## config.mk

```make
export PLATFORM = sky130hd
export DESIGN_NAME = pgl_rsp_fifo
export DESIGN_NICKNAME = d
export VERILOG_FILES = /design/src/hw/rtl/pgl_pkg.sv /design/src/hw/rtl/pgl_rsp_fifo.sv
export SDC_FILE = /design/constraint.sdc
export NUM_CORES = 1
export LEC_CHECK = 0
export BUFFER_PORTS_ARGS = -buffer_cell sky130_fd_sc_hd__buf_4
export CAP_MARGIN = 20
export CORE_AREA = 2 2 68 70
export DETAILED_ROUTE_END_ITERATION = 8
export DIE_AREA = 0 0 70 72
export GPL_ROUTABILITY_DRIVEN = 0
export PLACE_DENSITY_LB_ADDON = 0.08
export SYNTH_ARGS = -nofsm -noshare
export SYNTH_HDL_FRONTEND = slang
export SYNTH_SLANG_ARGS = --single-unit
```

## constraint.sdc

```tcl
create_clock -name clock -period 2.2 [get_ports clock]
set_clock_uncertainty 0.05 [all_clocks]
set_input_delay 0.66 -clock clock [delete_from_list [all_inputs] [get_ports clock]]
set_output_delay 0.66 -clock clock [all_outputs]
set_load 0.02 [all_outputs]
```

## src/hw/rtl/pgl_pkg.sv

```systemverilog
// Shared types, constants and helpers for the Poisson guidance Laplacian block.
package pgl_pkg;

   localparam int PIXEL_BITS         = 8;
   localparam int GUIDE_BITS         = 12;
   localparam int SUM_BITS           = GUIDE_BITS + 2;
   localparam int CSR_INDEX_BITS     = 2;
   localparam int CSR_DATA_BITS      = 9;
   localparam int DEFAULT_MAX_WIDTH  = 256;
   localparam int DEFAULT_MAX_HEIGHT = 256;

   localparam logic [CSR_DATA_BITS-1:0]  REGION_RESET      = CSR_DATA_BITS'(256);
   localparam logic [CSR_INDEX_BITS-1:0] CSR_REGION_WIDTH  = CSR_INDEX_BITS'(0);
   localparam logic [CSR_INDEX_BITS-1:0] CSR_REGION_HEIGHT = CSR_INDEX_BITS'(1);

   typedef struct packed {
      logic [PIXEL_BITS-1:0] front_pixel;
      logic [PIXEL_BITS-1:0] back_pixel;
      logic                  mask_set;
   } req_word_type;

   typedef struct packed {
      logic signed [GUIDE_BITS-1:0] guidance_value;
      logic                         last_of_region;
   } rsp_word_type;

   typedef struct packed {
      logic                  mask;
      logic [PIXEL_BITS-1:0] back;
      logic [PIXEL_BITS-1:0] front;
   } sample_type;

   // One line-store entry holds the same column of the two previous rows.
   typedef struct packed {
      sample_type line0;
      sample_type line1;
   } line_entry_type;

   // Position of the pixel being finished, decoded when its word is taken in.
   typedef struct packed {
      logic produce;
      logic first_row;
      logic last_row;
      logic first_col;
      logic last_col;
   } pos_flags_type;

   // Effective region size: zero acts as one, anything above the maximum as the maximum.
   function automatic int eff_dim(logic [CSR_DATA_BITS-1:0] v, int maxv);
      if (v == '0) return 1;
      if (int'(v) > maxv) return maxv;
      return int'(v);
   endfunction

endpackage

```

## src/hw/rtl/pgl_rsp_fifo.sv

```systemverilog
// Four-entry result queue that decouples the pipeline from the receiver.
module pgl_rsp_fifo (
   input  logic                  clock,
   input  logic                  reset,
   input  logic                  push,
   input  pgl_pkg::rsp_word_type push_word,
   input  logic                  pop,
   output logic                  rsp_valid,
   output pgl_pkg::rsp_word_type rsp_word,
   output logic [2:0]            count
);

   pgl_pkg::rsp_word_type entry_ff [4];
   logic [1:0] wr_ptr_ff, wr_ptr_in;
   logic [1:0] rd_ptr_ff, rd_ptr_in;
   logic [2:0] count_ff, count_in;

   always_comb begin
      wr_ptr_in = push ? wr_ptr_ff + 2'd1 : wr_ptr_ff;
      rd_ptr_in = pop ? rd_ptr_ff + 2'd1 : rd_ptr_ff;
      count_in  = count_ff + {2'b00, push} - {2'b00, pop};
   end

   always_ff @(posedge clock) begin
      if (reset) begin
         wr_ptr_ff <= 2'd0;
         rd_ptr_ff <= 2'd0;
         count_ff  <= 3'd0;
      end else begin
         wr_ptr_ff <= wr_ptr_in;
         rd_ptr_ff <= rd_ptr_in;
         count_ff  <= count_in;
      end
   end

   always_ff @(posedge clock) begin
      if (push) begin
         entry_ff[wr_ptr_ff] <= push_word;
      end
   end

   assign rsp_valid = (count_ff != 3'd0);
   assign rsp_word  = entry_ff[rd_ptr_ff];
   assign count     = count_ff;

endmodule

```

* Word-level counts from Yosys, hierarchy flattened
Memories as Yosys holds them, arrays and structs flattened. A register that Yosys moved wholly into a read port is not among the register bits.
Cells that the tools add are included.
** Operators by class
- Muxes and demuxes :: 4
- Reductions and logical operators :: 1
- $add $sub $neg :: 4
** Operators with widths (number)
- 2-bit by 1-bit adder with 2-bit output (second input constant) :: 2
- 2-bit 2-to-1 mux :: 2
- 3-bit by 1-bit adder with 3-bit output :: 1
- 3-bit nonzero test :: 1
- 3-bit by 1-bit subtractor with 3-bit output :: 1
- 1-bit 2-to-1 mux :: 2
** Storage, ports and cells
- Flip-flop bits (word level) :: 7
- Output and inout port bits :: 17
- Memories :: 1
- Word-level logic and storage cells :: 13
- Memory bits (writable) :: 52
** Memories
- entry_ff :: depth 4, bits a word 13, read ports 1, clocked after Yosys merged registers in 1, write ports 1, RTL line pgl_rsp_fifo.sv:13 : pgl_pkg::rsp_word_type entry_ff [4];

* Logic depth before layout (Yosys ltp)
Gate-level depths: netlist of run 1.
- Word-level depth :: 3
- Mapped depth :: 7
- Mapped depth without buffers :: 7

* Least setup slack after synthesis of run 1
Ideal clock, no wire load.
- Kind :: in2reg
- Start :: input pop
- End :: register count_ff[2] (netlist: count[2])
- Path slack :: 0.174 ns
- Data arrival time :: 1.911 ns
- Stages on the path :: 6
- Buffers on the path :: 0
- Path through :: ha_1 > inv_1 > ha_1 > fa_1 > xor3_1 > nor2_1
** On the way
- Cells in the longest elaborated chain, start to end :: 1
** RTL lines
- start: declaration :: RTL line pgl_rsp_fifo.sv:7 : input logic pop,
- 3-bit by 1-bit subtractor with 3-bit output :: RTL line pgl_rsp_fifo.sv:21 : count_in = count_ff + {2'b00, push} - {2'b00, pop};
- end signal: assignment :: RTL line pgl_rsp_fifo.sv:32 : count_ff <= count_in;
- end: declaration :: RTL line pgl_rsp_fifo.sv:16 : logic [2:0] count_ff, count_in;
Every way passes these cells.
A chain may end at the register's enable or synchronous reset.

==> results of run 1 <==
-- cell usage after synthesis (all sizes together) --
master  count
a21bo       1
or3         1
xor3        1
ha          6
buf         2
mux4       13
a21oi       1
nand3b      1
mux2i       1
xnor2       2
edfxtp     52
dfxtp       9
nor2        5
and2        4
inv         6
nor2b       2
fa          1
-- timing repair --
action,in CTS,in global routing
gates resized for setup,22,1
hold endpoints to repair,0,0
setup endpoints to repair,12,13
cloned,1,0
-- state kept, by name (all words and copies together) (netlist names), named ones only --
signal,count
entry_ff,52
count,3
rd_ptr_ff,2
wr_ptr_ff,2
-- stage by stage --
step	cells	area, um2	hold WS, ps
floorplan	108	2320	442
global placement	199	2670	464
detailed placement	199	2670	483
CTS	216	2910	463
global route	216	2910	461
finish	216	2910	478
-- kinds of logic (layout without fill, tap and decap cells) --
| group | count (synthesis) | after routing | synth area share [%] |
|---|---|---|---|
| buf+inv | 8 | 64 | 1.67 |
| fa+ha+maj | 7 | 7 | 4.11 |
| xor+xnor | 3 | 3 | 1.78 |
| mux | 14 | 14 | 13.6 |
| flops | 61 | 61 | 75.2 |
| simple gates | 13 | 13 | 3.03 |
| compound gates | 2 | 2 | 0.648 |
-- power groups by stage --
| stage | Sequential, mW | Combinational (mW) | Clock [mW] |
|---|---|---|---|
| 3_3_place_gp | 1.38 | 0.413 | 0 |
| 2_1_floorplan | 1.40 | 0.233 | 0 |
| 3_5_place_dp | 1.38 | 0.429 | 0 |
| 4_1_cts | 1.36 | 0.463 | 0.875 |
| 6_report | 1.36 | 0.455 | 0.850 |
| 5_1_grt | 1.37 | 0.493 | 0.928 |
-- layout make-up --
cell class	count	area [um2]	area share (%)
clock inverters	2	10.0	0.344
inverters	6	22.5	0.774
well taps	52	65.1	2.24
clock buffers	14	163	5.59
repair buffers	42	379	13.0
flip-flops and latches	61	1750	60.0
multi-input cells	39	524	18.0
-- routing by layer --
metal / GRT usage (%) / vias up
li1: - / 526
met1: 18.8 / 561
met2: 29.7 / 30
met3: 6.53 / 9
met4: 8.97 / 0
met5: 0 / -
-- worst paths after layout --
check	endpoint	cells past startpoint
setup / recovery	rsp_word[4]	3
hold / removal	entry_ff[3][5]	1
setup reg to reg	count[2]	7
hold reg to reg	flop	2
==> impl_metrics.csv, run 1 <==
group,metric,value,unit
clock_tree,root_buffer,"clkbuf_8",
hold_path,min_from,"push_word[5]",
setup_path,cp-start-kind,"flop",
final_layout,mostFrequentLayoutCells,"edfxtp_1 (52), buf_4 (26), buf_6 (15)",
pwr,internal-power,2.04,mW
setup_path,cp.required,1490,ps
pwr,p_per_area,917,mW/mm2
drt,wl_met1,1470,um
synth,yosys-top-cells-area,"edfxtp_1 (67%), mux4_2 (9.7%), dfxtp_1 (7.8%)",
final_layout,final_common_cell,"edfxtp_1",
setup_path,crit_chain,"buf_8 -> mux4_2 -> buf_6",
clock_tree,cts_sinks,61,
pwr,p_comb_share,17.1,%
floorplan,placementRows,24,
status,violations,"setup timing",
drt,highest_layer,"met4",
clock_tree,tritoncts,"built",
placement,hpwl,2480,um
floorplan,die_area,0.00504,mm2
synth,ys_warn_count,0,
pwr,p_sw_share,23.5,%
final_layout,antennaDiodeCount,0,
synth,synth_top_area_share,67.4,%
placement,dpl_worst_slack,-46.7,ps
clock_tree,cts_max_level,3,
floorplan,die_w,70,um
sta,fin_setup_tns,-14.6,ps
floorplan,ioPinCount,34,
final_layout,nets,183,
setup_path,crit_buf_inv,2,
setup_path,critPathKind,"reg2out",
setup_path,slowest_delay,520,ps
drt,wl,3710,um
global_routing,grt-ovfl-total,0,
sta,slew_viol_final,0,
pwr,switching_power,0.627,mW
setup_path,endpoint_kind,"primary output",
drt,wl_met2,2000,um
pwr,total_leakage_power,1.07,nW
drt,route.vias.total,1126,
drt,first_pass_iters,4,
pwr,p_clk_share,31.9,%
pwr,finalPower,2.67,mW
sta,hold_viol,0,
setup_path,cp_top_family,"multiplexers",
global_routing,grt_first_pass_wirelength,6150,um
synth,syn-num-nets,132,
status,outcome,"finished, violations left",
setup_path,path_max_fanout,5,
final_layout,areaGrowthSynthToFinish,25.6,%
clock_tree,holdBufCountCts,0,
setup_path,reg2reg_slack,370,ps
setup_path,critPathSlowestCell,"mux4_2",
sta,slew_headroom,86.0,%
synth,netlist_area,0.00232,mm2
drt,ant_nets,0,
sta,fin_crit_sh,101,%
floorplan,initial_core_util,54.3,%
setup_path,r2r_start,"count[0]",
drt,wl_per_cell,17.2,um
synth,avgSynthCellArea,21.4,um2
sta,rsz0062_at_grt,"yes",
sta,min_period,2210,ps
setup_path,crit_arrival,1500,ps
sta,fmax,452,MHz
final_layout,final.fill_count,293,
synth,ys_ff_latch,61,
floorplan,dieHeight,72,um
clock_tree,clockBufferDepth,2,
global_routing,grt_max_degree,14,
floorplan,core,0.00426,mm2
global_routing,grt_pass1_vias,1226,
sta,finalSetupViolations,2,
final_layout,layout-drive-gt1-share,42.7,%
clock_tree,clkTransAtPathRegs,70,ps
synth,yosysSeqAreaShare,75.2,%
final_layout,fin_util,68.2,%
sta,worst_pin_slew,210,ps
drt,vias_per_cell,5.21,
hold_path,worstHoldPathType,"in2reg",
flow_run,max-cap-violations,0,
global_routing,antenna_found_initial,0,
sta,setup_slack,-12.3,ps
clock_tree,post_cts_buffers,0,
synth,synth_cell_types,19,
global_routing,track_usage,17.3,%
drt,drt_iter0_markers,117,
synth,yosysTopAreaCell,"edfxtp_1",
drt,route.met3.wl,163,um
synth,syn-instance-count,108,
pwr,ir_drop,519,uV
pwr,seqPwrFrac,51.1,%
drt,drc,0,
placement,io_buffers,33,
clock_tree,cts_buffers,9,
clock_tree,insertion_delay,320,ps
Power figures use the tool's default switching activity.
==> inputs of run 2 (changes only) <==
--- a/config.mk
+++ b/config.mk
@@ -7,9 +7,10 @@
 export LEC_CHECK = 0
 export BUFFER_PORTS_ARGS = -buffer_cell sky130_fd_sc_hd__buf_4
 export CAP_MARGIN = 20
-export CORE_AREA = 2 2 68 70
+export CORE_AREA = 2 2 67 69
+export CTS_BUF_LIST = sky130_fd_sc_hd__clkbuf_4 sky130_fd_sc_hd__clkbuf_8
 export DETAILED_ROUTE_END_ITERATION = 8
-export DIE_AREA = 0 0 70 72
+export DIE_AREA = 0 0 69 71
 export GPL_ROUTABILITY_DRIVEN = 0
 export PLACE_DENSITY_LB_ADDON = 0.08
 export SYNTH_ARGS = -nofsm -noshare
==> run 2 against run 1 <==
Net effect: the run still ends with setup timing left; global-route usage decreased by 0.43 points; first-iteration DRC count down 20%; critical endpoint is now rsp_word[7]; utilization grew 2.6 points; largest cell class unchanged; sequential cell count did not move; setup slack worse by 2.2 ps; critical path type unchanged; sequential share of layout area shrank 1.5 points; largest power group unchanged; highest routed layer unchanged; sequential power about the same.
==> impl_metrics.csv, run 2 (synthesized netlist as in run 1, its figures left out) <==
group,metric,value,unit
status,outcome,"finished, violations left",
status,violations,"setup timing",
pwr,switching_power,0.636,mW
pwr,ir_drop,862,uV
setup_path,reg2reg_slack,370,ps
floorplan,die_area,0.00490,mm2
floorplan,placementRows,24,
final_layout,antennaDiodeCount,0,
global_routing,track_usage,16.8,%
drt,wl,3720,um
final_layout,finalInstanceArea,0.00298,mm2
global_routing,met2_usage,29.4,%
setup_path,critPathSlowestCell,"mux4_2",
global_routing,grt-ovfl-total,0,
floorplan,initial_core_util,55.1,%
final_layout,final_common_cell,"edfxtp_1",
sta,slew_headroom,85.3,%
global_routing,grt_util_met1,18.0,%
drt,first_pass_iters,5,
global_routing,globalRouteMet3Util,5.27,%
pwr,p_comb_share,15.4,%
placement,postPlaceCellArea,0.00268,mm2
sta,setup_slack,-14.5,ps
final_layout,fin_util,70.8,%
setup_path,crit_arrival,1500,ps
sta,hold_viol,0,
setup_path,slowest_delay,530,ps
global_routing,grt_pass1_vias,1248,
final_layout,largest_reg_flops,52,
pwr,total_leakage_power,1.11,nW
placement,dpl_worst_slack,-27.7,ps
final_layout,layout-drive-gt1-share,44.5,%
placement,numPlacedInstances,200,
drt,wl_per_cell,17.2,um
sta,worst_pin_slew,219,ps
sta,hold_slack,486,ps
pwr,seqPwrFrac,45.9,%
final_layout,mostFrequentLayoutCells,"edfxtp_1 (52), buf_4 (27), mux4_2 (13), clkbuf_8 (13), buf_6 (13)",
drt,vias_per_cell,5.16,
global_routing,antenna_found_initial,0,
setup_path,critPathKind,"reg2out",
drt,drt_iter0_markers,94,
hold_path,worstHoldPathType,"in2reg",
clock_tree,post_cts_buffers,0,
sta,slew_viol_final,0,
floorplan,core,0.00420,mm2
final_layout,nets,183,
placement,io_buffers,33,
pwr,p_clk_share,38.7,%
floorplan,die_w,69,um
clock_tree,clkTransAtPathRegs,60,ps
clock_tree,insertion_delay,320,ps
sta,finalSetupViolations,5,
clock_tree,cts_buffers,9,
final_layout,fin_cells,216,
setup_path,crit_buf_inv,2,
setup_path,r2r_cells,7,
sta,min_period,2210,ps
final_layout,final.fill_count,264,
setup_path,cp_top_family,"multiplexers",
floorplan,dieHeight,71,um
setup_path,cp.required,1490,ps
sta,fin_crit_sh,101,%
setup_path,cp-start-kind,"flop",
drt,ant_nets,0,
drt,drc,0,
sta,rsz0062_at_grt,"yes",
floorplan,ioPinCount,34,
clock_tree,cts_sinks,61,
setup_path,crit_cells,3,
global_routing,grt_first_pass_wirelength,5920,um
clock_tree,tritoncts,"built",
placement,hpwl,2340,um
final_layout,top_register,"entry_ff",
sta,fin_setup_tns,-35.1,ps
final_layout,areaGrowthSynthToFinish,28.6,%
global_routing,grt_max_degree,14,
sta,fmax,452,MHz
setup_path,crit_chain,"buf_8 -> mux4_2 -> buf_6",
global_routing,top_usage_layer,"met2",
drt,route.vias.total,1115,
pwr,finalPower,2.97,mW
clock_tree,holdBufCountCts,0,
pwr,internal-power,2.33,mW
flow_run,max-cap-violations,0,
setup_path,endpoint_kind,"primary output",
setup_path,path_max_fanout,6,
clock_tree,cts_max_level,3,
hold_path,whs_path_depth,1,
pwr,p_per_area,997,mW/mm2
clock_tree,clockBufferDepth,2,
pwr,p_sw_share,21.4,%
clock_tree,root_buffer,"clkbuf_8",
run 2: cell count changes in the layout (fill, tap and decap cells not counted), sizes merged:
cell    change
clkinv      -1
clkbuf      -1
bufinv      +2
run 2: power groups by stage:
stage                     Clock [mW]  Sequential, mW  Combinational (mW)
after detailed placement           0            1.38               0.423
after global placement             0            1.38               0.413
after global routing            1.22            1.37               0.489
after floorplan                    0            1.40               0.233
final                           1.15            1.36               0.457
after CTS                       1.17            1.36               0.463
run 2: cell type report:
type,count,area (um2),share of cell area [%]
Multi-Input combinational cell,39,524,17.6
Tap cell,52,65.1,2.18
Sequential cell,61,1740,58.5
Clock buffer,13,179,6.01
Timing Repair Buffer,42,379,12.7
Clock inverter,3,65.1,2.18
Inverter,6,22.5,0.756
run 2: path summary, 6_finish.rpt:
kind	from	endpoint
worst max register to register	count[0]	count[2]
worst min register to register	rd_ptr_ff[1]	flop
worst min-delay path	push_word[10]	entry_ff[1][10]
worst max-delay path	flop	rsp_word[7]
run 2: timing repair:
action	CTS	global route
pin swaps	0	0
resized for setup	21	0
endpoints found under the setup margin	13	13
hold endpoints to repair	0	0
run 2: metal layers:
layer  vias up  wire length, um
met1       561             1420
li1        522                -
met5         -                0
met2        26             2080
met4         0               65
met3         6              156
==> inputs of run 3 (changes only) <==
--- a/config.mk
+++ b/config.mk
@@ -12,6 +12,7 @@
 export DETAILED_ROUTE_END_ITERATION = 8
 export DIE_AREA = 0 0 69 71
 export GPL_ROUTABILITY_DRIVEN = 0
+export GPL_TIMING_DRIVEN = 0
 export PLACE_DENSITY_LB_ADDON = 0.08
 export SYNTH_ARGS = -nofsm -noshare
 export SYNTH_HDL_FRONTEND = slang
==> run 3 against run 2 <==
Net effect: the flow still finishes with violations (setup timing); die area stayed put; register-to-register slack barely moved; non-clock buffer count shrank 6; highest routed layer unchanged; critical endpoint is now rsp_word[3]; largest power group unchanged; sequential cell count unchanged; setup slack lost 51 ps; utilization is 1.0 points lower; combinational power fell by 3%.
==> impl_metrics.csv, run 3 (synthesized netlist as in run 1, its figures left out) <==
group,metric,value,unit
sta,slew_viol_final,0,
setup_path,crit_arrival,1560,ps
global_routing,grt-ovfl-total,0,
sta,fin_crit_sh,103,%
final_layout,areaGrowthSynthToFinish,26.7,%
sta,min_period,2270,ps
clock_tree,cts_sinks,61,
flow_run,max-cap-violations,0,
floorplan,dieHeight,71,um
clock_tree,cts_max_level,3,
clock_tree,holdBufCountCts,0,
global_routing,antenna_found_initial,0,
drt,vias_per_cell,5.44,
hold_path,whs_path_depth,1,
final_layout,nets,177,
sta,hold_viol,0,
clock_tree,cts_buffers,9,
placement,postPlaceCellArea,0.00263,mm2
floorplan,ioPinCount,34,
sta,setup_slack,-65.4,ps
global_routing,track_usage,17.9,%
clock_tree,insertion_delay,330,ps
final_layout,mostFrequentLayoutCells,"edfxtp_1 (52), buf_4 (24), clkbuf_8 (11)",
clock_tree,clockBufferDepth,2,
setup_path,r2r_start,"count[0]",
placement,dpl_worst_slack,-27.0,ps
final_layout,final.fill_count,263,
global_routing,grt_max_degree,14,
floorplan,die_area,0.00490,mm2
status,violations,"setup timing",
drt,drt_iter0_markers,65,
placement,io_buffers,33,
final_layout,layout-drive-gt1-share,40.5,%
sta,slew_headroom,51.1,%
global_routing,grt_pass1_vias,1249,
drt,route.vias.total,1143,
setup_path,cp.required,1490,ps
final_layout,top_register,"entry_ff",
sta,finalSetupViolations,11,
sta,worst_pin_slew,733,ps
floorplan,core,0.00420,mm2
hold_path,min_from,"push_word[3]",
pwr,p_per_area,994,mW/mm2
sta,rsz0062_at_grt,"yes",
final_layout,largest_reg_flops,52,
setup_path,critPathKind,"reg2out",
floorplan,die_w,69,um
placement,hpwl,2520,um
pwr,finalPower,2.92,mW
setup_path,reg2reg_slack,370,ps
sta,hold_slack,479,ps
global_routing,grt_first_pass_wirelength,6240,um
drt,wl_per_cell,18.6,um
setup_path,path_max_fanout,5,
status,outcome,"finished, violations left",
drt,drc,0,
drt,first_pass_iters,4,
pwr,ir_drop,748,uV
floorplan,placementRows,24,
setup_path,r2r_cells,7,
final_layout,final_common_cell,"edfxtp_1",
clock_tree,clkTransAtPathRegs,70,ps
setup_path,cp-start-kind,"flop",
hold_path,hold_end,"entry_ff[1][3]",
drt,wl,3920,um
setup_path,endpoint_kind,"primary output",
drt,ant_nets,0,
hold_path,worstHoldPathType,"in2reg",
sta,fin_setup_tns,-551,ps
clock_tree,post_cts_buffers,0,
final_layout,antennaDiodeCount,0,
floorplan,initial_core_util,55.1,%
setup_path,worstReg2RegEnd,"count[2]",
pwr,total_leakage_power,1.08,nW
sta,fmax,441,MHz
clock_tree,root_buffer,"clkbuf_8",
clock_tree,tritoncts,"built",
final_layout,finalInstanceArea,0.00294,mm2
==> run 3: critical path: stages, from the launching register on <==
cell and delay, ps:
dfxtp_4 410, clkbuf_16 170, mux4_2 500, buf_6 150
==> run 3: cell type report <==
cell class              count  area [um2]  area share [%]
plain buffers               2        27.5           0.938
clock buffers              12         159            5.41
clock inverters             4        70.1            2.39
inverters                   6        22.5           0.767
multi-input cells          39         536            18.2
flip-flops and latches     61        1750            59.5
well taps                  52        65.1            2.22
repair buffers             34         310            10.6
==> run 3: how the worst max path moves through the flow <==
stage,start,endpoint,slack (ps),cells past startpoint
finish,flop,rsp_word[3],-70,3
global route,flop,rsp_word[3],-110,3
CTS,flop,rsp_word[9],-90,3
detailed placement,pop,count[2],-30,7
global placement,pop,count[2],10,7
floorplan,pop,count[2],170,6
==> run 3: stage by stage <==
| stage | cells | utilization [%] |
|---|---|---|
| final | 210 | 69.8 |
| after global routing | 210 | 69.8 |
| after CTS | 209 | 69.2 |
| after detailed placement | 193 | 62.5 |
| after global placement | 193 | 62.5 |
| after floorplan | 108 | - |
==> run 3: layer usage <==
layer / part of all wire, % / track usage, % / vias up
li1: - / - / 515
met1: 39 / 19.8 / 590
met2: 55 / 31.1 / 27
met3: 2.8 / 4.56 / 11
met4: 2.8 / 11.3 / 0
met5: 0 / 0 / -
==> run 3: where the power goes <==
part           switching (mW)  total, mW  internal [mW]
logic                   0.208      0.442          0.234
clock network           0.400       1.11          0.708
registers              0.0376       1.37           1.33
total                   0.645       2.92           2.27
==> run 3: timing repair <==
item                       CTS  global route
gates cloned                 0             1
setup endpoints to repair   13            12
gates resized for setup     15             0
