==> src/hw/rtl/pgl_pkg.sv <==
// Shared types, constants and helpers for the Poisson guidance Laplacian block.
package pgl_pkg;

   localparam int PIXEL_BITS         = 8;
   localparam int GUIDE_BITS         = 12;
   localparam int SUM_BITS           = GUIDE_BITS + 2;
   localparam int CSR_INDEX_BITS     = 2;
   localparam int CSR_DATA_BITS      = 9;
   localparam int DEFAULT_MAX_WIDTH  = 256;
   localparam int DEFAULT_MAX_HEIGHT = 256;

   localparam logic [CSR_DATA_BITS-1:0]  REGION_RESET      = CSR_DATA_BITS'(256);
   localparam logic [CSR_INDEX_BITS-1:0] CSR_REGION_WIDTH  = CSR_INDEX_BITS'(0);
   localparam logic [CSR_INDEX_BITS-1:0] CSR_REGION_HEIGHT = CSR_INDEX_BITS'(1);

   typedef struct packed {
      logic [PIXEL_BITS-1:0] front_pixel;
      logic [PIXEL_BITS-1:0] back_pixel;
      logic                  mask_set;
   } req_word_type;

   typedef struct packed {
      logic signed [GUIDE_BITS-1:0] guidance_value;
      logic                         last_of_region;
   } rsp_word_type;

   typedef struct packed {
      logic                  mask;
      logic [PIXEL_BITS-1:0] back;
      logic [PIXEL_BITS-1:0] front;
   } sample_type;

   // One line-store entry holds the same column of the two previous rows.
   typedef struct packed {
      sample_type line0;
      sample_type line1;
   } line_entry_type;

   // Position of the pixel being finished, decoded when its word is taken in.
   typedef struct packed {
      logic produce;
      logic first_row;
      logic last_row;
      logic first_col;
      logic last_col;
   } pos_flags_type;

   // Effective region size: zero acts as one, anything above the maximum as the maximum.
   function automatic int eff_dim(logic [CSR_DATA_BITS-1:0] v, int maxv);
      if (v == '0) return 1;
      if (int'(v) > maxv) return maxv;
      return int'(v);
   endfunction

endpackage

==> src/hw/rtl/pgl_window.sv <==
// Window registers, line-store write-back data and the guidance value arithmetic.
module pgl_window (
   input  logic                     clock,
   input  logic                     reset,
   input  logic                     s1_valid,
   input  pgl_pkg::pos_flags_type   s1_flags,
   input  pgl_pkg::sample_type      s1_sample,
   input  pgl_pkg::line_entry_type  rd_entry,
   output pgl_pkg::line_entry_type  wr_entry,
   output logic                     push,
   output pgl_pkg::rsp_word_type    push_word
);

   localparam int SB = pgl_pkg::SUM_BITS;
   localparam int GB = pgl_pkg::GUIDE_BITS;
   localparam logic signed [SB-1:0] SAT_HI = SB'((2 ** (GB - 1)) - 1);
   localparam logic signed [SB-1:0] SAT_LO = -SB'(2 ** (GB - 1));

   // Newest column (north, center, south rows) and the center of the column before.
   pgl_pkg::sample_type col_n_ff, col_c_ff, col_s_ff, west_ff;
   pgl_pkg::sample_type col_n_in, col_c_in, col_s_in, west_in;

   logic signed [SB-1:0] v_n, v_s, v_w, v_e, v_c;
   logic signed [SB-1:0] b_n, b_s, b_w, b_e;
   logic signed [SB-1:0] lap, edge_row, edge_col, total;
   logic                 use_front;

   always_comb begin
      col_n_in = col_n_ff;
      col_c_in = col_c_ff;
      col_s_in = col_s_ff;
      west_in  = west_ff;
      if (s1_valid) begin
         west_in  = col_c_ff;
         col_n_in = rd_entry.line0;
         col_c_in = rd_entry.line1;
         col_s_in = s1_sample;
      end
   end

   always_ff @(posedge clock) begin
      if (reset) begin
         col_n_ff <= '0;
         col_c_ff <= '0;
         col_s_ff <= '0;
         west_ff  <= '0;
      end else begin
         col_n_ff <= col_n_in;
         col_c_ff <= col_c_in;
         col_s_ff <= col_s_in;
         west_ff  <= west_in;
      end
   end

   // The row above moves up one line; the new sample becomes the newer line.
   assign wr_entry.line0 = rd_entry.line1;
   assign wr_entry.line1 = s1_sample;

   // Before this word's shift: center, north and south come from the newest
   // column held, west is the column before, east the freshly read middle line.
   always_comb begin
      use_front = col_c_ff.mask;
      v_n = $signed(SB'(use_front ? col_n_ff.front : col_n_ff.back));
      v_s = $signed(SB'(use_front ? col_s_ff.front : col_s_ff.back));
      v_w = $signed(SB'(use_front ? west_ff.front : west_ff.back));
      v_e = $signed(SB'(use_front ? rd_entry.line1.front : rd_entry.line1.back));
      v_c = $signed(SB'(use_front ? col_c_ff.front : col_c_ff.back));
      b_n = $signed(SB'(col_n_ff.back));
      b_s = $signed(SB'(col_s_ff.back));
      b_w = $signed(SB'(west_ff.back));
      b_e = $signed(SB'(rd_entry.line1.back));

      lap = v_n + v_s + v_w + v_e - (v_c <<< 2);

      if (s1_flags.first_row)     edge_row = b_n;
      else if (s1_flags.last_row) edge_row = b_s;
      else                        edge_row = '0;

      if (s1_flags.first_col)     edge_col = b_w;
      else if (s1_flags.last_col) edge_col = b_e;
      else                        edge_col = '0;

      total = lap - edge_row - edge_col;

      if (total > SAT_HI)      push_word.guidance_value = SAT_HI[GB-1:0];
      else if (total < SAT_LO) push_word.guidance_value = SAT_LO[GB-1:0];
      else                     push_word.guidance_value = total[GB-1:0];
      push_word.last_of_region = s1_flags.last_row & s1_flags.last_col;
   end

   assign push = s1_valid & s1_flags.produce;

endmodule

==> config.mk <==
export PLATFORM = sky130hd
export DESIGN_NAME = pgl_window
export DESIGN_NICKNAME = d
export VERILOG_FILES = /design/src/hw/rtl/pgl_pkg.sv /design/src/hw/rtl/pgl_window.sv
export SDC_FILE = /design/constraint.sdc
export NUM_CORES = 1
export LEC_CHECK = 0
export ABC_AREA = 1
export BUFFER_PORTS_ARGS = -buffer_cell sky130_fd_sc_hd__buf_2
export CAP_MARGIN = 20
export CELL_PAD_IN_SITES_DETAIL_PLACEMENT = 0
export CELL_PAD_IN_SITES_GLOBAL_PLACEMENT = 1
export CORE_MARGIN = 8
export CORE_UTILIZATION = 40
export CTS_CLUSTER_SIZE = 24
export DETAILED_ROUTE_END_ITERATION = 16
export GPL_TIMING_DRIVEN = 0
export MAX_ROUTING_LAYER = met4
export PLACE_DENSITY = 0.87
export SLEW_MARGIN = 15
export SYNTH_ARGS = -nofsm -noshare
export SYNTH_HDL_FRONTEND = slang
export SYNTH_SLANG_ARGS = --single-unit
==> constraint.sdc <==
create_clock -name clock -period 9.85 [get_ports clock]
set_input_delay 1.97 -clock clock [delete_from_list [all_inputs] [get_ports clock]]
set_output_delay 1.97 -clock clock [all_outputs]
set_load 0.02 [all_outputs]
Word-level counts from Yosys, hierarchy flattened
Cells that the tools add are included.
{"block": "totals", "reg_bits": 65, "input_bits": 59, "output_inout_bits": 48, "word_cells": 30}
{"block": "classes", "add_sub_neg": 6, "magnitude_cmp": 2, "n_mux": 11, "bitwise_logic": 2}
{"op": "$mux W8", "n": 9}
{"op": "$mux W12", "n": 2}
{"op": "$gt A14 B12 Y1 const B", "n": 1}
{"op": "$lt A14 B12 Y1 const B", "n": 1}
{"op": "$sub A14 B14 Y14", "n": 1}
{"op": "$sub A12 B9 Y13", "n": 1}
{"op": "$sub A11 B10 Y12", "n": 1}
{"op": "$add A10 B8 Y11", "n": 1}
{"op": "$add A9 B8 Y10", "n": 1}
{"op": "$add A8 B8 Y9", "n": 1}
{"op": "$and A1 B1 Y1", "n": 2}

Depth between registers and ports, before layout
Gate-level depths: netlist of the first run.
{"block": "logic_depth", "depth_word": 10, "mapped_depth": 36, "mapped_depth_nobuf": 33}

Least setup slack after synthesis of the first run
Ideal clock, no wire load.
{"block": "synth_path", "kind": "register -> output", "startpoint": "reg col_c_ff (netlist bit use_front)", "endpoint": "out push_word[10] (netlist bit)", "t_arrival_ns": 6.061, "t_required_ns": 7.880, "slack_ns": 1.819, "stages_incl_launch_ff": 35, "n_path_buf": 4, "cell_sequence": "dfxtp_1 > clkbuf_1 > clkbuf_1 > clkbuf_1 > nand2_1 > o21ai_0 > fa_1 > fa_1 > fa_1 > inv_1 > fa_1 > nand3b_1 > nand2_1 > xor2_1 > ha_1 > nand2_1 > a21oi_1 > nor2_1 > nand2_1 > nand2_1 > inv_1 > nor2_1 > ha_1 > a21oi_1 > o21ai_0 > a21oi_1 > nand2_2 > nor2_4 > nand3_1 > nand2_1 > nand2_1 > nand2_1 > buf_6 > nand2_1 > nand2_1"}
{"element": "start, declared", "line": "pgl_window.sv:20", "rtl": "pgl_pkg::sample_type col_n_ff, col_c_ff, col_s_ff, west_ff;"}
{"element": "start signal, assigned", "line": "pgl_window.sv:49", "rtl": "col_c_ff <= col_c_in;"}
{"element": "end, declared", "line": "pgl_window.sv:11", "rtl": "output pgl_pkg::rsp_word_type push_word"}

==> results of run 1 <==
[through the flow]
stage          utilization (%)  instances  hold WS, ps  setup WS, ps
2_1_floorplan                -        756        437.5          1819
3_3_place_gp             45.98       1033        449.7         770.5
3_5_place_dp             45.98       1033        452.5         783.0
4_1_cts                  48.32       1049        461.2         396.2
5_1_grt                  48.33       1049        471.0         112.0
6_report                 48.33       1049        462.2         729.2
[path summary, 6_finish.rpt]
kind,start,end,depth (start not counted)
hold / removal,west_ff[2]$_SDFFE_PP0P_,west_ff[2]$_SDFFE_PP0P_,2
setup reg to reg,use_front$_SDFFE_PP0P_,use_front$_SDFFE_PP0P_,4
hold reg to reg,west_ff[2]$_SDFFE_PP0P_,west_ff[2]$_SDFFE_PP0P_,2
setup / recovery,use_front$_SDFFE_PP0P_,push_word[2],35
[registers in the layout, summed over array words and instances, names as in the netlist]
name	count
b_n	8
b_s	8
b_w	8
col_c_ff	16
col_n_ff	8
col_s_ff	8
use_front	1
west_ff	8
[layout by cell type (no fill, tap or decap), drive strengths merged, types with 2 or more instances in the layout]
master,Yosys,final
mux2i,11,11
dfxtp,65,65
buf,39,140
clkbuf,29,39
clkinv,1,2
clkinvlp,0,3
a21oi,74,74
and2,2,2
fa,24,24
nor3,12,12
xnor2,10,10
o21ai,30,30
a31oi,3,3
nor2,53,53
nand4,4,4
nand2,202,202
xor2,8,8
inv,97,98
ha,31,31
nand3,27,27
a211oi,29,29
[worst reg2reg max path, stage by stage (launching register included)]
cell      delay [ps]
dfxtp_1          300
clkbuf_1         180
clkbuf_2         350
nand2_1          100
a21oi_1          130
[kinds of logic after synthesis]
kind of cell | count (synthesis) | synth area share [%]
simple gates | 302 | 24.17
fa+ha+maj | 55 | 16.41
flops | 65 | 24.59
compound gates | 138 | 15.09
xor+xnor | 18 | 2.979
mux | 12 | 2.294
buf+inv | 166 | 14.47
[area by class of cell]
cell class / instances / area, µm²
plain buffers: 68 / 399.1
clock buffers: 10 / 239.0
clock inverters: 6 / 66.31
fillers: 1409 / 6761
inverters: 98 / 367.9
multi-input cells: 525 / 3224
flip-flops and latches: 65 / 1301
well taps: 176 / 220.2
repair buffers: 101 / 505.5
[cell usage after synthesis (all sizes together) (11+ instances only)]
| master | n | area, µm² |
|---|---|---|
| dfxtp | 65 | 1301 |
| fa | 24 | 480.5 |
| clkbuf | 29 | 108.9 |
| inv | 97 | 364.1 |
| o21ai | 30 | 153.9 |
| nor2 | 53 | 214.0 |
| nand2 | 202 | 790.8 |
| nand3 | 27 | 162.7 |
| nor3 | 12 | 60.06 |
| a211oi | 29 | 217.7 |
| a21oi | 74 | 392.9 |
| mux2i | 11 | 110.1 |
| buf | 39 | 289.0 |
| ha | 31 | 387.9 |
[per-layer routing]
metal	wire length, µm	GRT usage [%]	part of all wire [%]	up-vias
met1	7172	23.96	46	2244
li1	-	-	-	2611
met2	7243	29.40	47	140
met3	755	2.719	4.9	19
met4	324	6.212	2.1	0
met5	0	-	0	-
==> flow_summary_export.csv, run 1 <==
group,metric,value,unit
run_status,status,"complete, no violations",
logic_synthesis,synth_area_per_cell,6.999,µm²
drt,wl_per_cell,14.77,µm
critical_path,cp.arrival,7150,ps
critical_path,cpMostUsedCell,"nand2_1",
sta,clock.fmax,0.1096,GHz
global_route,grt-ovfl-total,0,
logic_synthesis,syn_area,5291,µm²
logic_synthesis,ys_seq_elements,65,
place,post_dp_cell_area,6017,µm²
logic_synthesis,async_reset_ff_share,0,%
global_route,grt_pass1_wl,23.92,mm
sta,fin_crit_sh,92.60,%
drt,antenna_left,0,
final_layout,nets,982,
critical_path,slowest_delay,590,ps
logic_synthesis,synth_seq_area_share,24.59,%
final_layout,layout-drive-gt1-share,21.88,%
sta,drv_slew,0,
final_layout,antennaDiodeCount,0,
logic_synthesis,syn-num-nets,870,
floorplanning,dieArea,17160,µm²
sta,setup_violations,0,
final_layout,syn_to_final_growth,19.51,%
clock_tree,clk_pin_slew,60,ps
sta,worstMarginPinSlew,663.4,ps
logic_synthesis,synth_cell_type_count,38,
clock_tree,clock_path_buffers,2,
critical_path,rrSetupSlack,8720,ps
clock_tree,cts_tree,"done",
clock_tree,cts-root-buf,"clkbuf_16",
logic_synthesis,synth_ff_type,"dfxtp_1",
sta,finClkSkew,4.482,ps
global_route,grt_usage,18.63,%
critical_path,crit_family,"adder cells",
clock_tree,numCtsBuffers,9,
critical_path,cp-start-kind,"register",
sta,maxSlewHeadroom,55.77,%
sta,period_minus_slack,9121,ps
floorplanning,fp.dieH,131.0,µm
critical_path,path_buf_inv,8,
floorplanning,ios,107,
clock_tree,cts_sinks,65,
floorplanning,core,13090,µm²
critical_path,worstSetupPathType,"reg -> out",
clock_tree,insertion_delay,330,ps
drt,vias_per_cell,4.780,
place,place_congestion,0.9072,
sta,rsz0062_at_grt,"no",
global_route,antenna_found_initial,0,
global_route,grt_max_degree,13,
worst_hold_path,hp-class,"reg -> reg",
job,cap_violations,0,
critical_path,crit_required,7880,ps
drt,drt-pass1-iter-count,5,
final_layout,fin_area,6324,µm²
clock_tree,holdBufCountCts,0,
drt,totalWireLength,15.50,mm
floorplanning,die_w,131.0,µm
sta,tns,0,ps
floorplanning,fp-row-count,42,
logic_synthesis,syn-instance-count,756,
place,place_hpwl,12.95,mm
drt,remaining_drc_errors,0,
clock_tree,cts_resized,0,
critical_path,cp_max_fo,10,
logic_synthesis,synth_edf_count,0,
global_route,grt_pass1_vias,4816,
logic_synthesis,ys_warn_count,0,
clock_tree,htree_levels,3,
place,io_buffers,101,
critical_path,cp_slowest_cell,"fa_1",
clock_tree,postCtsSetupRepairBufs,0,
drt,dr_total_vias,5014,
sta,finalHoldViolations,0,
critical_path,cp-end-kind,"primary output",
floorplanning,start_util,40.44,%
drt,first_iter_violations,252,
Power of run 1 is not shown: default switching activity piles up to over one toggle a cycle in this logic, so the estimate is an artifact.
==> inputs of run 2 (changes only) <==
PLACE_DENSITY = unset   (was 0.87)
PLACE_DENSITY_LB_ADDON = 0.1   (was unset)
==> flow_summary_export.csv, run 2 (same netlist as run 1, synthesis figures left out) <==
group,metric,value,unit
clock_tree,cts_sinks,65,
sta,finalHoldViolations,0,
floorplanning,core,13090,µm²
global_route,grt-ovfl-total,0,
global_route,grt_pass1_wl,27.14,mm
place,dp_cells,1033,
floorplanning,ios,107,
critical_path,cp-startpoint,"use_front$_SDFFE_PP0P_",
final_layout,antennaDiodeCount,0,
clock_tree,cts_resized,0,
drt,vias_per_cell,4.946,
final_layout,layout_commonest_cell,"nand2_1",
job,cap_violations,0,
clock_tree,cts_tree,"done",
final_layout,syn_to_final_growth,19.53,%
worst_hold_path,hp-class,"reg -> reg",
critical_path,worstSetupPathType,"reg -> out",
clock_tree,numCtsBuffers,9,
floorplanning,start_util,40.44,%
floorplanning,fp-row-count,42,
place,place_hpwl,14.73,mm
drt,drt-pass1-iter-count,5,
drt,totalWireLength,17.53,mm
place,pre_cts_ws,672.8,ps
floorplanning,fp.dieH,131.0,µm
final_layout,final_cell_mix,"191 x nand2_1, 101 x buf_2, 86 x inv_1, 70 x a21oi_1, 65 x dfxtp_1",
clock_tree,clock_path_buffers,2,
drt,dr_total_vias,5188,
place,io_buffers,101,
final_layout,nets,982,
clock_tree,clk_pin_slew,50,ps
critical_path,r2r-start,"use_front$_SDFFE_PP0P_",
sta,worst_slack,571.9,ps
final_layout,layout-drive-gt1-share,21.88,%
sta,maxSlewHeadroom,49.93,%
drt,wl_per_cell,16.71,µm
critical_path,cp_slowest_cell,"clkbuf_1",
critical_path,cpMostUsedCell,"nand2_1",
critical_path,cp.arrival,7310,ps
critical_path,r2r_cells,4,
sta,holdWs,467.1,ps
floorplanning,dieArea,17160,µm²
drt,antenna_left,0,
worst_hold_path,worstHoldStart,"west_ff[6]$_SDFFE_PP0P_",
sta,finClkSkew,5.308,ps
sta,fin_crit_sh,94.19,%
clock_tree,insertion_delay,340,ps
sta,rsz0062_at_grt,"no",
clock_tree,postCtsSetupRepairBufs,0,
worst_hold_path,holdPathStages,2,
final_layout,largest_reg_flops,16,
drt,remaining_drc_errors,0,
critical_path,cp_max_fo,10,
sta,period_minus_slack,9278,ps
clock_tree,holdBufCountCts,0,
global_route,grt_usage,21.65,%
sta,drv_slew,0,
final_layout,final_cells,1049,
final_layout,regMostFlops,"col_c_ff",
drt,first_iter_violations,257,
sta,tns,0,ps
floorplanning,die_w,131.0,µm
run_status,status,"complete, no violations",
critical_path,cp-start-kind,"register",
global_route,antenna_found_initial,0,
critical_path,crit_required,7880,ps
critical_path,slowest_delay,610,ps
sta,worstMarginPinSlew,751.1,ps
clock_tree,htree_levels,3,
place,place_congestion,0.9082,
global_route,grt_pass1_vias,5082,
clock_tree,cts-root-buf,"clkbuf_16",
final_layout,n_fill_cell,1399,
sta,setup_violations,0,
critical_path,cp-end-kind,"primary output",
global_route,grt_max_degree,12,
sta,clock.fmax,0.1078,GHz
## run 2: layout make-up
type	count	area, µm²	share of cell area [%]
Clock inverter	5	53.80	0.8506
Sequential cell	65	1301	20.57
Buffer	68	399.1	6.311
Inverter	98	367.9	5.816
Multi-Input combinational cell	525	3224	50.98
Tap cell	176	220.2	3.482
Timing Repair Buffer	101	505.5	7.992
Clock buffer	11	252.7	3.996
## run 2: per-stage QoR
stage | util (%) | area (µm²)
finish | 48.34 | 6325
detailed placement | 45.98 | 6017
CTS | 48.33 | 6324
global route | 48.34 | 6325
global placement | 45.98 | 6017
floorplan | - | 5291
## run 2: worst paths after layout
kind / slack (ps) / to
setup reg to reg: 8690 / use_front$_SDFFE_PP0P_
setup / recovery: 570 / push_word[10]
hold reg to reg: 470 / west_ff[6]$_SDFFE_PP0P_
hold / removal: 470 / west_ff[6]$_SDFFE_PP0P_
## run 2: worst max-delay path: cells and delay by family, from the launching register on
kind / cells / cell delay, ps
AND/OR/NAND/NOR: 15 / 1580
AO/OA/AOI/OAI: 4 / 580
multiplexers: 1 / 440
XOR/XNOR: 1 / 210
flip-flops: 1 / 300
buffers and inverters: 6 / 1240
adder cells (fa/ha/maj): 6 / 2610
## run 2: metal layers
| metal | GRT usage (%) | vias up | wire length, µm | part of all wire [%] |
|---|---|---|---|---|
| li1 | - | 2613 | - | - |
| met1 | 26.13 | 2398 | 7632 | 44 |
| met2 | 37.03 | 156 | 8761 | 50 |
| met3 | 3.166 | 21 | 807 | 4.6 |
| met4 | 5.604 | 0 | 326 | 1.9 |
| met5 | - | - | 0 | 0 |
Power of run 2 is left out for the same reason.
==> inputs of run 3 (changes only) <==
CORE_ASPECT_RATIO = 2   (was unset)
==> flow_summary_export.csv, run 3 (same netlist as run 1, synthesis figures left out) <==
group,metric,value,unit
sta,worst_slack,596.7,ps
floorplanning,die_w,97.33,µm
worst_hold_path,worstHoldStart,"col_s_ff[3]$_SDFFE_PP0P_",
global_route,global_route.usage.met1,18.71,%
run_status,status,"complete, no violations",
final_layout,nets,981,
critical_path,crit_required,7880,ps
critical_path,rrSetupSlack,8620,ps
drt,totalWireLength,18.68,mm
floorplanning,start_util,40.73,%
floorplanning,fp-row-count,59,
place,io_buffers,101,
global_route,grt_use_met3,3.589,%
sta,finClkSkew,4.679,ps
critical_path,r2r-start,"use_front$_SDFFE_PP0P_",
critical_path,cp_slowest_cell,"fa_1",
global_route,grt_max_degree,12,
drt,antenna_left,0,
critical_path,r2r_cells,4,
clock_tree,numCtsBuffers,9,
place,post_dp_cell_area,5987,µm²
clock_tree,htree_levels,3,
place,place_congestion,0.9242,
sta,maxSlewHeadroom,53.89,%
final_layout,syn_to_final_growth,18.30,%
clock_tree,cts_sinks,65,
sta,clock.fmax,0.1081,GHz
floorplanning,dieArea,17390,µm²
worst_hold_path,holdPathStages,2,
place,dp_cells,1009,
drt,wl_per_cell,18.24,µm
drt,vias_per_cell,5.067,
sta,setup_violations,0,
final_layout,final_cell_mix,"191 x nand2_1, 102 x buf_2, 86 x inv_1, 70 x a21oi_1, 65 x dfxtp_1",
global_route,grt_pass1_vias,5496,
critical_path,cp.arrival,7280,ps
clock_tree,clock_path_buffers,2,
final_layout,largest_reg_flops,16,
critical_path,cp_max_fo,19,
drt,drt-pass1-iter-count,4,
global_route,antenna_found_initial,0,
job,cap_violations,0,
final_layout,fin_area,6260,µm²
critical_path,crit_family,"adder cells",
final_layout,antennaDiodeCount,0,
clock_tree,holdBufCountCts,0,
clock_tree,cts_tree,"done",
sta,fin_crit_sh,93.94,%
clock_tree,clk_pin_slew,50,ps
drt,remaining_drc_errors,0,
worst_hold_path,hp-class,"reg -> reg",
clock_tree,cts-root-buf,"clkbuf_16",
critical_path,cpMostUsedCell,"nand2_1",
final_layout,layout_commonest_cell,"nand2_1",
global_route,grt-ovfl-total,0,
sta,tns,0,ps
place,pre_cts_ws,262.2,ps
floorplanning,ios,107,
sta,period_minus_slack,9253,ps
global_route,grt_use_met2,44.55,%
critical_path,cp-start-kind,"register",
global_route,grt_usage,22.08,%
sta,finalHoldViolations,0,
place,place_hpwl,16.14,mm
critical_path,reg2reg_to,"use_front$_SDFFE_PP0P_",
drt,first_iter_violations,221,
global_route,grt_busiest_layer,"met2",
sta,drv_slew,0,
final_layout,regMostFlops,"col_c_ff",
worst_hold_path,hold_path_end,"col_s_ff[3]$_SDFFE_PP0P_",
final_layout,layout-drive-gt1-share,21.90,%
drt,dr_total_vias,5189,
sta,rsz0062_at_grt,"no",
critical_path,cp-end-kind,"primary output",
critical_path,worstSetupPathType,"reg -> out",
critical_path,path_buf_inv,7,
floorplanning,core,12990,µm²
critical_path,slowest_delay,580,ps
sta,worstMarginPinSlew,691.7,ps
global_route,grt_pass1_wl,28.64,mm
final_layout,final_cells,1024,
clock_tree,postCtsSetupRepairBufs,0,
clock_tree,insertion_delay,340,ps
floorplanning,fp.dieH,178.7,µm
-- run 3: area by class of cell --
cell class / count / area (µm²)
Clock inverter: 5 / 31.28
Fill cell: 1400 / 6733
Multi-Input combinational cell: 525 / 3224
Timing Repair Buffer: 101 / 505.5
Buffer: 67 / 396.6
Inverter: 98 / 367.9
Tap cell: 152 / 190.2
Clock buffer: 11 / 242.7
Sequential cell: 65 / 1301
-- run 3: what timing repair did --
action / in CTS / in global routing
gates cloned: 0 / 0
endpoints found under the setup margin: 11 / 11
gates resized for setup: 1 / 3
-- run 3: worst reg2reg max path, stage by stage (launching register included) --
cell and delay (ps):
dfxtp_1 300, clkbuf_1 190, buf_2 430, nand2_1 100, a21oi_1 130
-- run 3: metrics by stage --
step	hold slack (ps)	util [%]
6_report	464.5	48.18
3_3_place_gp	450.8	46.08
3_5_place_dp	458.7	46.08
5_1_grt	484.8	48.18
2_1_floorplan	437.5	-
4_1_cts	466.7	48.20
-- run 3: layer usage --
layer / routed length, µm / share of wire, %
met5: 0 / 0
met4: 854 / 4.6
met3: 661 / 3.5
met2: 10850 / 58
met1: 6316 / 34
-- run 3: how the worst max path moves through the flow --
stage                            from       endpoint  slack [ps]  cells after the start
2_1_floorplan  use_front$_SDFFE_PP0P_  push_word[10]        1820                     34
3_3_place_gp   use_front$_SDFFE_PP0P_   push_word[4]         300                     35
3_5_place_dp   use_front$_SDFFE_PP0P_   push_word[8]         260                     35
4_1_cts        use_front$_SDFFE_PP0P_   push_word[8]         110                     35
5_1_grt        use_front$_SDFFE_PP0P_  push_word[10]          10                     34
6_report       use_front$_SDFFE_PP0P_   push_word[2]         600                     34
Power of run 3 is left out for the same reason.
